File: config.mk
export PLATFORM = sky130hd
export DESIGN_NAME = gait_step_detector_top
export DESIGN_NICKNAME = d
export VERILOG_FILES = /design/src/rtl/gsd_pkg.sv /design/src/rtl/gsd_wrist.sv /design/src/rtl/gsd_ankle.sv /design/src/rtl/gait_step_detector_top.sv
export SDC_FILE = /design/constraint.sdc
export NUM_CORES = 1
export LEC_CHECK = 0
export BUFFER_PORTS_ARGS = -buffer_cell sky130_fd_sc_hd__buf_2
export CORE_AREA = 2 2 164 86
export DETAILED_ROUTE_END_ITERATION = 8
export DIE_AREA = 0 0 166 88
export PLACE_DENSITY_LB_ADDON = 0.12
export SYNTH_ARGS = -nofsm -noshare
export SYNTH_HDL_FRONTEND = slang
export SYNTH_HIERARCHICAL = 1
export SYNTH_SLANG_ARGS = --single-unit
File: constraint.sdc
create_clock -name clk -period 6.3 [get_ports clk]
set_input_delay 0.945 -clock clk [delete_from_list [all_inputs] [get_ports clk]]
set_output_delay 0.945 -clock clk [all_outputs]
set_load 0.02 [all_outputs]
File: src/rtl/gsd_pkg.sv
// gsd_pkg: shared types and constants for the gait step detector.
// Depends on nothing; used by every module in rtl/.
package gsd_pkg;

	localparam int unsigned SampleW = 16;
	localparam int unsigned CountW  = 16;
	localparam int unsigned CfgIdxW = 2;

	typedef logic signed [SampleW-1:0] sample_t;
	typedef logic [CountW-1:0] count_t;

	localparam count_t CountMax = '1;

	// configuration register indexes
	typedef enum logic [CfgIdxW-1:0] {
		REG_WRIST_THR  = 2'd0,
		REG_STANCE_THR = 2'd1,
		REG_SWING_THR  = 2'd2
	} reg_idx_t;

	localparam sample_t WristThrReset  = -16'sd1600;
	localparam sample_t StanceThrReset = -16'sd700;
	localparam sample_t SwingThrReset  = 16'sd1200;

	typedef enum logic [1:0] {
		EV_NONE   = 2'd0,
		EV_STANCE = 2'd1,
		EV_SWING  = 2'd2
	} ankle_ev_t;

	// control from the pipeline to the detectors
	typedef struct packed {
		logic advance;   // an item in stage 1 is processed this cycle
		logic restart;   // that item is a session restart
	} det_ctl_t;

	function automatic count_t sat_inc(input count_t c);
		sat_inc = (c == CountMax) ? c : c + count_t'(1);
	endfunction

endpackage

File: src/rtl/gsd_wrist.sv
// gsd_wrist: wrist threshold-crossing step detector and saturating counter.
// Depends on gsd_pkg.
module gsd_wrist (
	input  logic              clk,
	input  logic              arst_n,
	input  gsd_pkg::det_ctl_t ctl,
	input  gsd_pkg::sample_t  acc_x,
	input  gsd_pkg::sample_t  threshold,
	output logic              step,
	output gsd_pkg::count_t   count
);
	import gsd_pkg::*;

	logic   armed_q;
	count_t count_q;
	logic   below;
	logic   above;

	assign below = acc_x < threshold;
	assign above = acc_x > threshold;

	// below and above are exclusive, so the old arm flag decides the step
	assign step  = !ctl.restart && above && armed_q;
	assign count = ctl.restart ? '0 : (step ? sat_inc(count_q) : count_q);

	always_ff @(posedge clk or negedge arst_n) begin
		if (!arst_n) begin
			armed_q <= 1'b0;
			count_q <= '0;
		end else if (ctl.advance) begin
			count_q <= count;
			if (!ctl.restart) begin
				if (below) begin
					armed_q <= 1'b1;
				end else if (step) begin
					armed_q <= 1'b0;
				end
			end
		end
	end

endmodule

File: src/rtl/gsd_ankle.sv
// gsd_ankle: ankle gyro stance/swing phase tracker and saturating event counter.
// Depends on gsd_pkg.
module gsd_ankle (
	input  logic               clk,
	input  logic               arst_n,
	input  gsd_pkg::det_ctl_t  ctl,
	input  gsd_pkg::sample_t   gyro_z,
	input  gsd_pkg::sample_t   stance_thr,
	input  gsd_pkg::sample_t   swing_thr,
	output gsd_pkg::ankle_ev_t event_code,
	output gsd_pkg::count_t    count
);
	import gsd_pkg::*;

	logic   stance_armed_q;
	logic   swing_below_q;
	logic   in_swing_q;
	count_t count_q;
	logic   st_lo;
	logic   st_hi;
	logic   sw_lo;
	logic   sw_hi;
	logic   stance_fire;
	logic   swing_fire;

	assign st_lo = gyro_z < stance_thr;
	assign st_hi = gyro_z > stance_thr;
	assign sw_lo = gyro_z < swing_thr;
	assign sw_hi = gyro_z > swing_thr;

	assign stance_fire = !ctl.restart && !in_swing_q && st_hi && stance_armed_q;
	assign swing_fire  = !ctl.restart && in_swing_q && sw_lo && !swing_below_q;

	always_comb begin
		event_code = EV_NONE;
		if (stance_fire) begin
			event_code = EV_STANCE;
		end else if (swing_fire) begin
			event_code = EV_SWING;
		end
	end

	assign count = ctl.restart ? '0 :
		((stance_fire || swing_fire) ? sat_inc(count_q) : count_q);

	always_ff @(posedge clk or negedge arst_n) begin
		if (!arst_n) begin
			stance_armed_q <= 1'b0;
			swing_below_q  <= 1'b1;
			in_swing_q     <= 1'b0;
			count_q        <= '0;
		end else if (ctl.advance) begin
			count_q <= count;
			if (ctl.restart) begin
				in_swing_q <= 1'b0;
			end else if (!in_swing_q) begin
				if (st_lo) begin
					stance_armed_q <= 1'b1;
				end else if (stance_fire) begin
					stance_armed_q <= 1'b0;
					in_swing_q     <= 1'b1;
				end
			end else begin
				if (sw_hi) begin
					swing_below_q <= 1'b0;
				end else if (swing_fire) begin
					swing_below_q <= 1'b1;
					in_swing_q    <= 1'b0;
				end
			end
		end
	end

endmodule

File: src/rtl/gait_step_detector_top.sv
// Gait step detector, IMU sample stream in, one result per sample out.
// Takes one transaction per clock when the output side keeps up: a sample is
// latched in an input register, both detectors update from it in one short
// compare stage, and the result lands in an output register, so throughput
// is one sample per cycle. The wrist detector arms when acc_x falls strictly
// below wrist_threshold and counts a step when it then rises strictly above
// it. The ankle detector alternates between stance-wait (gyro_z dips below,
// then rises above stance_threshold: stance event) and swing-wait (gyro_z
// rises above, then falls below swing_threshold: swing event). Both counters
// saturate at 65535. An item with op set restarts the session: counters and
// phase clear, arm flags stay, the result reports zeros. Thresholds are
// written through the cfg port (index 0 wrist, 1 stance, 2 swing, index 3
// ignored); the user must write them only while the block is idle, which the
// block itself does not enforce.
// Depends on gsd_pkg, gsd_wrist, gsd_ankle.
module gait_step_detector_top (
	input  logic                   clk,
	input  logic                   arst_n,
	// configuration write port
	input  logic                   cfg_wr_en,
	input  logic [1:0]             cfg_index,
	input  logic [15:0]            cfg_data,
	// sample channel
	input  logic                   in_valid,
	output logic                   in_ready,
	input  logic                   op,
	input  logic signed [15:0]     acc_x,
	input  logic signed [15:0]     gyro_z,
	// result channel
	output logic                   out_valid,
	input  logic                   out_ready,
	output logic                   wrist_step,
	output logic [1:0]             ankle_event,
	output logic [15:0]            wrist_count,
	output logic [15:0]            ankle_count
);
	import gsd_pkg::*;

	// threshold registers
	sample_t wrist_thr_q;
	sample_t stance_thr_q;
	sample_t swing_thr_q;

	// input stage
	logic    valid_s1;
	logic    op_s1;
	sample_t acc_x_s1;
	sample_t gyro_z_s1;

	// result stage
	logic      valid_s2;
	logic      wrist_step_s2;
	ankle_ev_t ankle_ev_s2;
	count_t    wrist_count_s2;
	count_t    ankle_count_s2;

	logic      out_free;
	logic      advance;
	det_ctl_t  ctl;
	logic      wstep;
	count_t    wcount;
	ankle_ev_t aev;
	count_t    acount;

	// Write a threshold; drop writes to the unused index.
	always_ff @(posedge clk or negedge arst_n) begin
		if (!arst_n) begin
			wrist_thr_q  <= WristThrReset;
			stance_thr_q <= StanceThrReset;
			swing_thr_q  <= SwingThrReset;
		end else if (cfg_wr_en) begin
			unique case (cfg_index)
				REG_WRIST_THR:  wrist_thr_q  <= sample_t'(cfg_data);
				REG_STANCE_THR: stance_thr_q <= sample_t'(cfg_data);
				REG_SWING_THR:  swing_thr_q  <= sample_t'(cfg_data);
				default: ;
			endcase
		end
	end

	// The result register is free when empty or being drained this cycle;
	// the stage-1 item advances whenever it is.
	assign out_free = !valid_s2 || out_ready;
	assign advance  = valid_s1 && out_free;
	assign in_ready = !valid_s1 || out_free;

	assign ctl.advance = advance;
	assign ctl.restart = op_s1;

	// Hold the input stage until its transaction moves on.
	always_ff @(posedge clk or negedge arst_n) begin
		if (!arst_n) begin
			valid_s1 <= 1'b0;
		end else if (in_ready) begin
			valid_s1 <= in_valid;
		end
	end

	always_ff @(posedge clk) begin
		if (in_ready && in_valid) begin
			op_s1     <= op;
			acc_x_s1  <= acc_x;
			gyro_z_s1 <= gyro_z;
		end
	end

	gsd_wrist u_wrist (
		.clk       (clk),
		.arst_n    (arst_n),
		.ctl       (ctl),
		.acc_x     (acc_x_s1),
		.threshold (wrist_thr_q),
		.step      (wstep),
		.count     (wcount)
	);

	gsd_ankle u_ankle (
		.clk        (clk),
		.arst_n     (arst_n),
		.ctl        (ctl),
		.gyro_z     (gyro_z_s1),
		.stance_thr (stance_thr_q),
		.swing_thr  (swing_thr_q),
		.event_code (aev),
		.count      (acount)
	);

	// Capture the result; it waits here while the consumer stalls.
	always_ff @(posedge clk or negedge arst_n) begin
		if (!arst_n) begin
			valid_s2 <= 1'b0;
		end else if (out_free) begin
			valid_s2 <= valid_s1;
		end
	end

	always_ff @(posedge clk) begin
		if (advance) begin
			wrist_step_s2  <= wstep;
			ankle_ev_s2    <= aev;
			wrist_count_s2 <= wcount;
			ankle_count_s2 <= acount;
		end
	end

	assign out_valid   = valid_s2;
	assign wrist_step  = wrist_step_s2;
	assign ankle_event = ankle_ev_s2;
	assign wrist_count = wrist_count_s2;
	assign ankle_count = ankle_count_s2;

`ifndef SYNTHESIS
	// A processed item always shows up as a result next cycle.
	a_no_drop: assert property (@(posedge clk) disable iff (!arst_n)
		advance |=> valid_s2)
		else $error("processed item did not reach result register");

	// A reported wrist step implies a non-zero count.
	a_wrist_cnt: assert property (@(posedge clk) disable iff (!arst_n)
		(valid_s2 && wrist_step_s2) |-> (wrist_count_s2 != '0))
		else $error("wrist step with zero count");

	// A reported ankle event implies a non-zero count.
	a_ankle_cnt: assert property (@(posedge clk) disable iff (!arst_n)
		(valid_s2 && ankle_ev_s2 != EV_NONE) |-> (ankle_count_s2 != '0))
		else $error("ankle event with zero count");

	// Backpressure at the input only comes from a held stage-1 item.
	a_ready: assert property (@(posedge clk) disable iff (!arst_n)
		!in_ready |-> (valid_s1 && valid_s2 && !out_ready))
		else $error("input stalled without a blocked pipeline");
`endif

endmodule

==> results.py, run 1 <==
metrics = {
    "status": {
        "outcome": "finished clean",
    },
    "global_route": {
        "grt.total_usage": 0.280,
        "grt_max_degree": 57,
        "grt_pass1_wl_um": 31700,
        "first_global_vias": 6181,
        "globalRouteOverflowTotal": 0,
        "antenna_found_initial": 0,
    },
    "worst_setup_path": {
        "rrSetupSlack_ps": 2630,
        "reg2regPathDepth": 8,
        "max_stage_delay_ps": 810,
        "worst_r2r_endpoint": "wrist_count[5]",
        "path_buf_inv": 1,
        "critPathSlowestCell": "a311oi_1",
        "worstPathArrival_ps": 3930,
        "crit_chain": "inv_1 -> ha_1 -> nand4_2 -> nor3_2 -> a311oi_1 -> nand2_1 -> or4_1 -> o21ai_0",
        "r2r_start": "wrist_thr_q[15]",
        "setup.worst_path.end_class": "flip-flop",
        "critPathLaunchType": "flip-flop",
        "critical_path_class": "reg2reg",
        "critPathTopFamily": "simple AND/OR/NAND/NOR gates",
        "required_ps": 6560,
        "worstSetupStartpoint": "wrist_thr_q[15]",
        "critPathMaxFanout": 12,
    },
    "synthesis": {
        "synth_flop_cell": "edfxtp_1",
        "synthTopCellsByArea": "edfxtp_1, dfrtp_1, ha_1",
        "synthArstFlopShare": 0.558,
        "synth_cells": 727,
        "synth-edff-count": 68,
        "ys_ff_latch": 154,
        "syn_area_um2": 8270,
        "synth-seq-area-share": 0.511,
        "synth.most_common_cell": "edfxtp_1",
        "syn_nets": 833,
        "syn_avg_cell_area_um2": 11.4,
        "synth_common_cells": "edfxtp_1, dfrtp_1, inv_1",
        "synth_cell_types": 76,
        "synth_top_cell_area_share": 0.247,
        "yosys_warnings": 6,
        "yosysTopAreaCell": "edfxtp_1",
    },
    "place": {
        "dp_slack_ps": 2780,
        "dp_cells": 970,
        "gp_congestion": 0.926,
        "port_buffers": 92,
        "post-dp-hpwl_um": 13600,
        "dpl_cell_area_um2": 8800,
    },
    "power_and_ir_drop": {
        "p_comb_frac": 0.235,
        "powerDensity_nw_per_um2": 339,
        "peakVddDrop_mv": 0.231,
        "p_int_mw": 2.11,
        "power.total_mw": 3.18,
        "power_frac_clock": 0.318,
        "p_sw_mw": 1.07,
        "p_leak_nw": 3.91,
        "seqPwrFrac": 0.447,
        "p_sw_frac": 0.337,
    },
    "sta": {
        "finalSetupTns_ps": 0,
        "timing.final.ws_setup_ps": 2630,
        "hold_viol": 0,
        "maxSlewViolCount": 0,
        "post-route-min-period_ps": 3670,
        "skew_ps": 11.3,
        "rsz0062_at_grt": "no",
        "slew_headroom": 0.304,
        "post-route-period-util": 0.582,
        "holdWs_ps": 465,
        "fmax_mhz": 273,
        "setup_viol": 0,
        "worst_pin_slew_ps": 1040,
    },
    "floorplan": {
        "fp-row-count": 30,
        "fp.coreArea_um2": 13200,
        "die_h_um": 88,
        "io_pins": 93,
        "start_util": 0.627,
        "die_w_um": 166,
        "design.die.area_um2": 14600,
    },
    "final_layout": {
        "area_growth_pct": 13.4,
        "final_cell_area_um2": 9380,
        "drive_gt1_frac": 0.276,
        "final.fill_count": 920,
        "final_core_utilization": 0.712,
        "fin_cells": 1002,
        "final_nets": 919,
        "insertedDiodeCount": 0,
    },
    "drt": {
        "vias_per_cell": 6.35,
        "drt_iter0_markers": 755,
        "routedWlPerCell_um": 19.9,
        "drcViolationCount": 0,
        "antenna_left": 0,
        "drt_pass1_iterations": 5,
        "drt-total-wl_um": 19900,
        "route.vias.total": 6363,
    },
    "clock_network": {
        "cts_hold_buf": 0,
        "postCtsSetupBuffers": 0,
        "clock_latency_ps": 420,
        "h-tree-depth": 4,
        "cts_tree": "done",
        "clkSlewWorstSetupHoldPaths_ps": 70,
        "numCtsBuffers": 17,
        "cts.sinks": 154,
        "cts.repair.resized": 0,
        "cts-root-buf": "clkbuf_16",
        "clockBufferDepth": 2,
    },
    "hold_path": {
        "min_path_type": "in2async",
    },
    "run": {
        "cap_violations": 0,
    },
}
[how the worst max path moves through the flow]
stage | depth (start not counted) | endpoint
floorplan | 5 | u_wrist/count_q[3]
global placement | 10 | u_ankle/count_q[6]
detailed placement | 10 | u_ankle/count_q[5]
CTS | 10 | u_ankle/count_q[5]
global route | 10 | u_ankle/count_q[5]
finish | 8 | wrist_count[5]
[placed cells by master, fill, tap and decap left out, types with 4 or more instances in the layout]
master and instances:
nand4_1 12, o311ai_0 10, mux2i_1 4, o211ai_1 10
o21ai_0 15, inv_1 60, nor2_1 31, a31oi_1 6
and3_1 6, or4_1 12, buf_2 91, nor3_1 18
nand2b_1 5, and4_1 4, a41oi_1 5, nor4_1 7
nand3_1 25, edfxtp_1 68, nand3b_1 4, inv_6 6
mux2_2 48, nand2_1 56, dfrtp_1 64, ha_1 50
o31ai_1 13, a21o_1 5, clkbuf_16 17, a21oi_1 34
o311ai_1 7, buf_4 6, nor2b_1 13, or3_1 14
dfstp_2 22
[state kept, by name, summed over array words and instances, names as in the netlist]
register                count
u_ankle/in_swing_q          1
out_valid                   1
ankle_event                 2
wrist_step                  1
gyro_z_s1                  16
op_s1                       1
wrist_thr_q                16
acc_x_s1                   16
u_wrist/armed_q             1
stance_thr_q               16
u_ankle/stance_armed_q      1
u_wrist/count_q            16
valid_s1                    1
u_ankle/count_q            16
swing_thr_q                16
u_ankle/swing_below_q       1
ankle_count                16
wrist_count                16
[cell families after synthesis]
family,count (synthesis),synth area share
simple gates,235,0.160
flops,154,0.511
mux,54,0.0736
fa+ha+maj,50,0.0757
compound gates,141,0.126
buf+inv,90,0.0512
xor+xnor,3,0.00318
[layout make-up]
type | count | area (um^2) | area share
Sequential cell | 154 | 4220 | 0.450
Multi-Input combinational cell | 483 | 3630 | 0.387
Timing Repair Buffer | 97 | 500 | 0.0534
Clock buffer | 17 | 425 | 0.0454
Inverter | 60 | 225 | 0.0240
Tap cell | 176 | 220 | 0.0235
Clock inverter | 15 | 154 | 0.0164
[power by group through the flow]
stage | combinational (mW) | sequential (mW) | clock (mW)
floorplan | 0.540 | 1.42 | 0
global placement | 0.696 | 1.42 | 0
detailed placement | 0.730 | 1.43 | 0
CTS | 0.739 | 1.42 | 1.02
global route | 0.827 | 1.45 | 1.06
finish | 0.749 | 1.42 | 1.01
[per-layer routing]
metal	global-route usage	share of wire	wire, um
met1	0.400	0.45	9000
met5	0	0	0
met4	0.0901	0.014	275
met2	0.427	0.44	8720
met3	0.0714	0.095	1900
No activity file was read; power rests on OpenSTA's default activity.
==> run 2: changes to the inputs <==
--- a/config.mk
+++ b/config.mk
@@ -5,10 +5,11 @@
 export SDC_FILE = /design/constraint.sdc
 export NUM_CORES = 1
 export LEC_CHECK = 0
+export ABC_AREA = 1
 export BUFFER_PORTS_ARGS = -buffer_cell sky130_fd_sc_hd__buf_2
-export CORE_AREA = 2 2 164 86
+export CORE_AREA = 2 2 184 96
 export DETAILED_ROUTE_END_ITERATION = 8
-export DIE_AREA = 0 0 166 88
+export DIE_AREA = 0 0 186 98
 export PLACE_DENSITY_LB_ADDON = 0.12
 export SYNTH_ARGS = -nofsm -noshare
 export SYNTH_HDL_FRONTEND = slang
==> constraint.sdc (replaced) <==
create_clock -name clk -period 3.2 [get_ports clk]
set_input_delay 0.48 -clock clk [delete_from_list [all_inputs] [get_ports clk]]
set_output_delay 0.48 -clock clk [all_outputs]
set_load 0.02 [all_outputs]
==> results.py, run 2 <==
metrics = {
    "status": {
        "outcome": "finished clean",
    },
    "hold_path": {
        "min_path_type": "in2async",
    },
    "worst_setup_path": {
        "setup.worst_path.end_class": "flip-flop",
        "critical_path_class": "reg2reg",
        "worstPathArrival_ps": 2860,
        "critPathTopFamily": "simple AND/OR/NAND/NOR gates",
        "max_stage_delay_ps": 530,
        "crit_cells": 12,
        "worstSetupStartpoint": "stance_thr_q[11]",
        "cp-endpoint": "ankle_count[4]",
        "crit_chain": "inv_1 -> ha_1 -> a21oi_1 -> o21ai_0 -> a21oi_1 -> nand2_1 -> nand2_1 -> nand3_4 -> nand2_4 -> nand2_2 -> nand2_1 -> nor2_1",
        "worst_r2r_endpoint": "ankle_count[4]",
        "rrSetupSlack_ps": 480,
        "critPathMaxFanout": 18,
        "critPathLaunchType": "flip-flop",
        "crit_path_frequent_cell": "nand2_1",
        "critPathSlowestCell": "dfstp_2",
        "path_buf_inv": 1,
        "required_ps": 3340,
        "r2r_start": "stance_thr_q[11]",
        "reg2regPathDepth": 12,
    },
    "sta": {
        "rsz0062_at_grt": "no",
        "post-route-min-period_ps": 2720,
        "setup_viol": 0,
        "slew_headroom": 0.435,
        "maxSlewViolCount": 0,
        "finalSetupTns_ps": 0,
        "fmax_mhz": 368,
        "hold_viol": 0,
        "timing.final.ws_setup_ps": 483,
        "worst_pin_slew_ps": 848,
        "skew_ps": 15.4,
        "post-route-period-util": 0.849,
    },
    "synthesis": {
        "syn_avg_cell_area_um2": 8.61,
        "syn_nets": 1132,
        "synth_flop_cell": "edfxtp_1",
        "synth_cells": 1026,
        "synth_common_cells": "nand2_1, inv_1, nand4_1",
        "synthTopCellsByArea": "edfxtp_1, dfrtp_1, nand2_1",
        "yosysTopAreaCell": "edfxtp_1",
        "synth-edff-count": 68,
        "yosys_warnings": 6,
        "ys_ff_latch": 154,
        "synth.most_common_cell": "nand2_1",
        "synth_cell_types": 42,
        "synth-seq-area-share": 0.478,
        "synth_top_cell_area_share": 0.231,
        "synthArstFlopShare": 0.558,
        "syn_area_um2": 8830,
    },
    "place": {
        "dpl_cell_area_um2": 9420,
        "port_buffers": 92,
        "dp_slack_ps": 516,
        "dp_cells": 1325,
        "post-dp-hpwl_um": 15000,
        "gp_congestion": 0.867,
    },
    "drt": {
        "route.vias.total": 7037,
        "drcViolationCount": 0,
        "routedWlPerCell_um": 15.4,
        "drt_iter0_markers": 537,
        "antenna_left": 0,
        "vias_per_cell": 5.19,
        "drt-total-wl_um": 20900,
        "drt_pass1_iterations": 5,
    },
    "clock_network": {
        "numCtsBuffers": 17,
        "clock_latency_ps": 440,
        "cts-root-buf": "clkbuf_16",
        "cts_hold_buf": 0,
        "cts.sinks": 154,
        "cts.repair.resized": 0,
        "clockBufferDepth": 2,
        "cts_tree": "done",
        "h-tree-depth": 4,
        "clkSlewWorstSetupHoldPaths_ps": 70,
        "postCtsSetupBuffers": 0,
    },
    "final_layout": {
        "insertedDiodeCount": 0,
        "final_cell_area_um2": 9990,
        "final_nets": 1216,
        "final_common_cell": "nand2_1",
        "area_growth_pct": 13.1,
        "fin_cells": 1357,
        "mostFrequentLayoutCells": "nand2_1, inv_1, buf_2",
        "drive_gt1_frac": 0.206,
        "final.fill_count": 1504,
    },
    "floorplan": {
        "start_util": 0.526,
        "die_w_um": 186,
        "io_pins": 93,
        "fp.coreArea_um2": 16800,
        "die_h_um": 98,
        "fp-row-count": 34,
        "design.die.area_um2": 18200,
    },
    "run": {
        "cap_violations": 0,
    },
    "global_route": {
        "grt_pass1_wl_um": 35200,
        "antenna_found_initial": 0,
        "grt_max_degree": 55,
        "first_global_vias": 6684,
        "globalRouteOverflowTotal": 0,
        "grt.total_usage": 0.250,
    },
    "power_and_ir_drop": {
        "powerDensity_nw_per_um2": 674,
        "peakVddDrop_mv": 0.443,
        "p_leak_nw": 4.83,
    },
}
## run 2: area by class of cell
cell class	instances	area [um^2]	share of cell area
clock inverters	14	141	0.0141
repair buffers	104	553	0.0553
clock buffers	18	429	0.0430
flip-flops and latches	154	4220	0.422
inverters	129	489	0.0490
multi-input cells	704	3860	0.387
well taps	234	293	0.0293
## run 2: through the flow
stage               hold slack, ps  power [mW]   util
floorplan                      184        4.28      -
global placement               453        4.74  0.561
detailed placement             454        4.77  0.561
CTS                           90.0        6.77  0.595
global route                   118        7.23  0.595
finish                        79.0        6.73  0.595
## run 2: worst reg2reg max path, cell delays in order (launching register included)
cell and delay (ps):
dfstp_2 530, inv_1 40, ha_1 280, a21oi_1 170
o21ai_0 160, a21oi_1 250, nand2_1 90, nand2_1 120
nand3_4 240, nand2_4 330, nand2_2 90, nand2_1 90
nor2_1 50
## run 2: worst min-delay path by stage
stage | startpoint | endpoint | slack [ps] | cells after the start
6_report | arst_n | swing_thr_q[13] | 80 | 1
5_1_grt | arst_n | swing_thr_q[9] | 120 | 1
4_1_cts | arst_n | swing_thr_q[8] | 90 | 1
3_5_place_dp | stance_thr_q[6] | stance_thr_q[6] | 450 | 2
3_3_place_gp | stance_thr_q[14] | stance_thr_q[14] | 450 | 2
2_1_floorplan | arst_n | out_valid | 180 | 0
## run 2: cells by family after synthesis
kind of cell	count (synthesis)	share of synthesized area
AND/OR/NAND/NOR	591	0.322
buffers and inverters	168	0.0858
flip-flops	154	0.478
AO/OA/AOI/OAI	54	0.0341
adder cells (fa/ha/maj)	50	0.0708
XOR/XNOR	9	0.00892
## run 2: power breakdown
group / switching (mW) / internal (mW)
clock network: 0.884 / 1.09
registers: 0.304 / 2.51
logic: 1.29 / 0.656
## run 2: layer usage
metal / share of wire / GRT usage / vias up
li1: - / - / 3576
met5: 0 / 0 / -
met2: 0.37 / 0.314 / 211
met4: 0.0081 / 0.0478 / 0
met3: 0.068 / 0.0615 / 16
met1: 0.56 / 0.421 / 3234
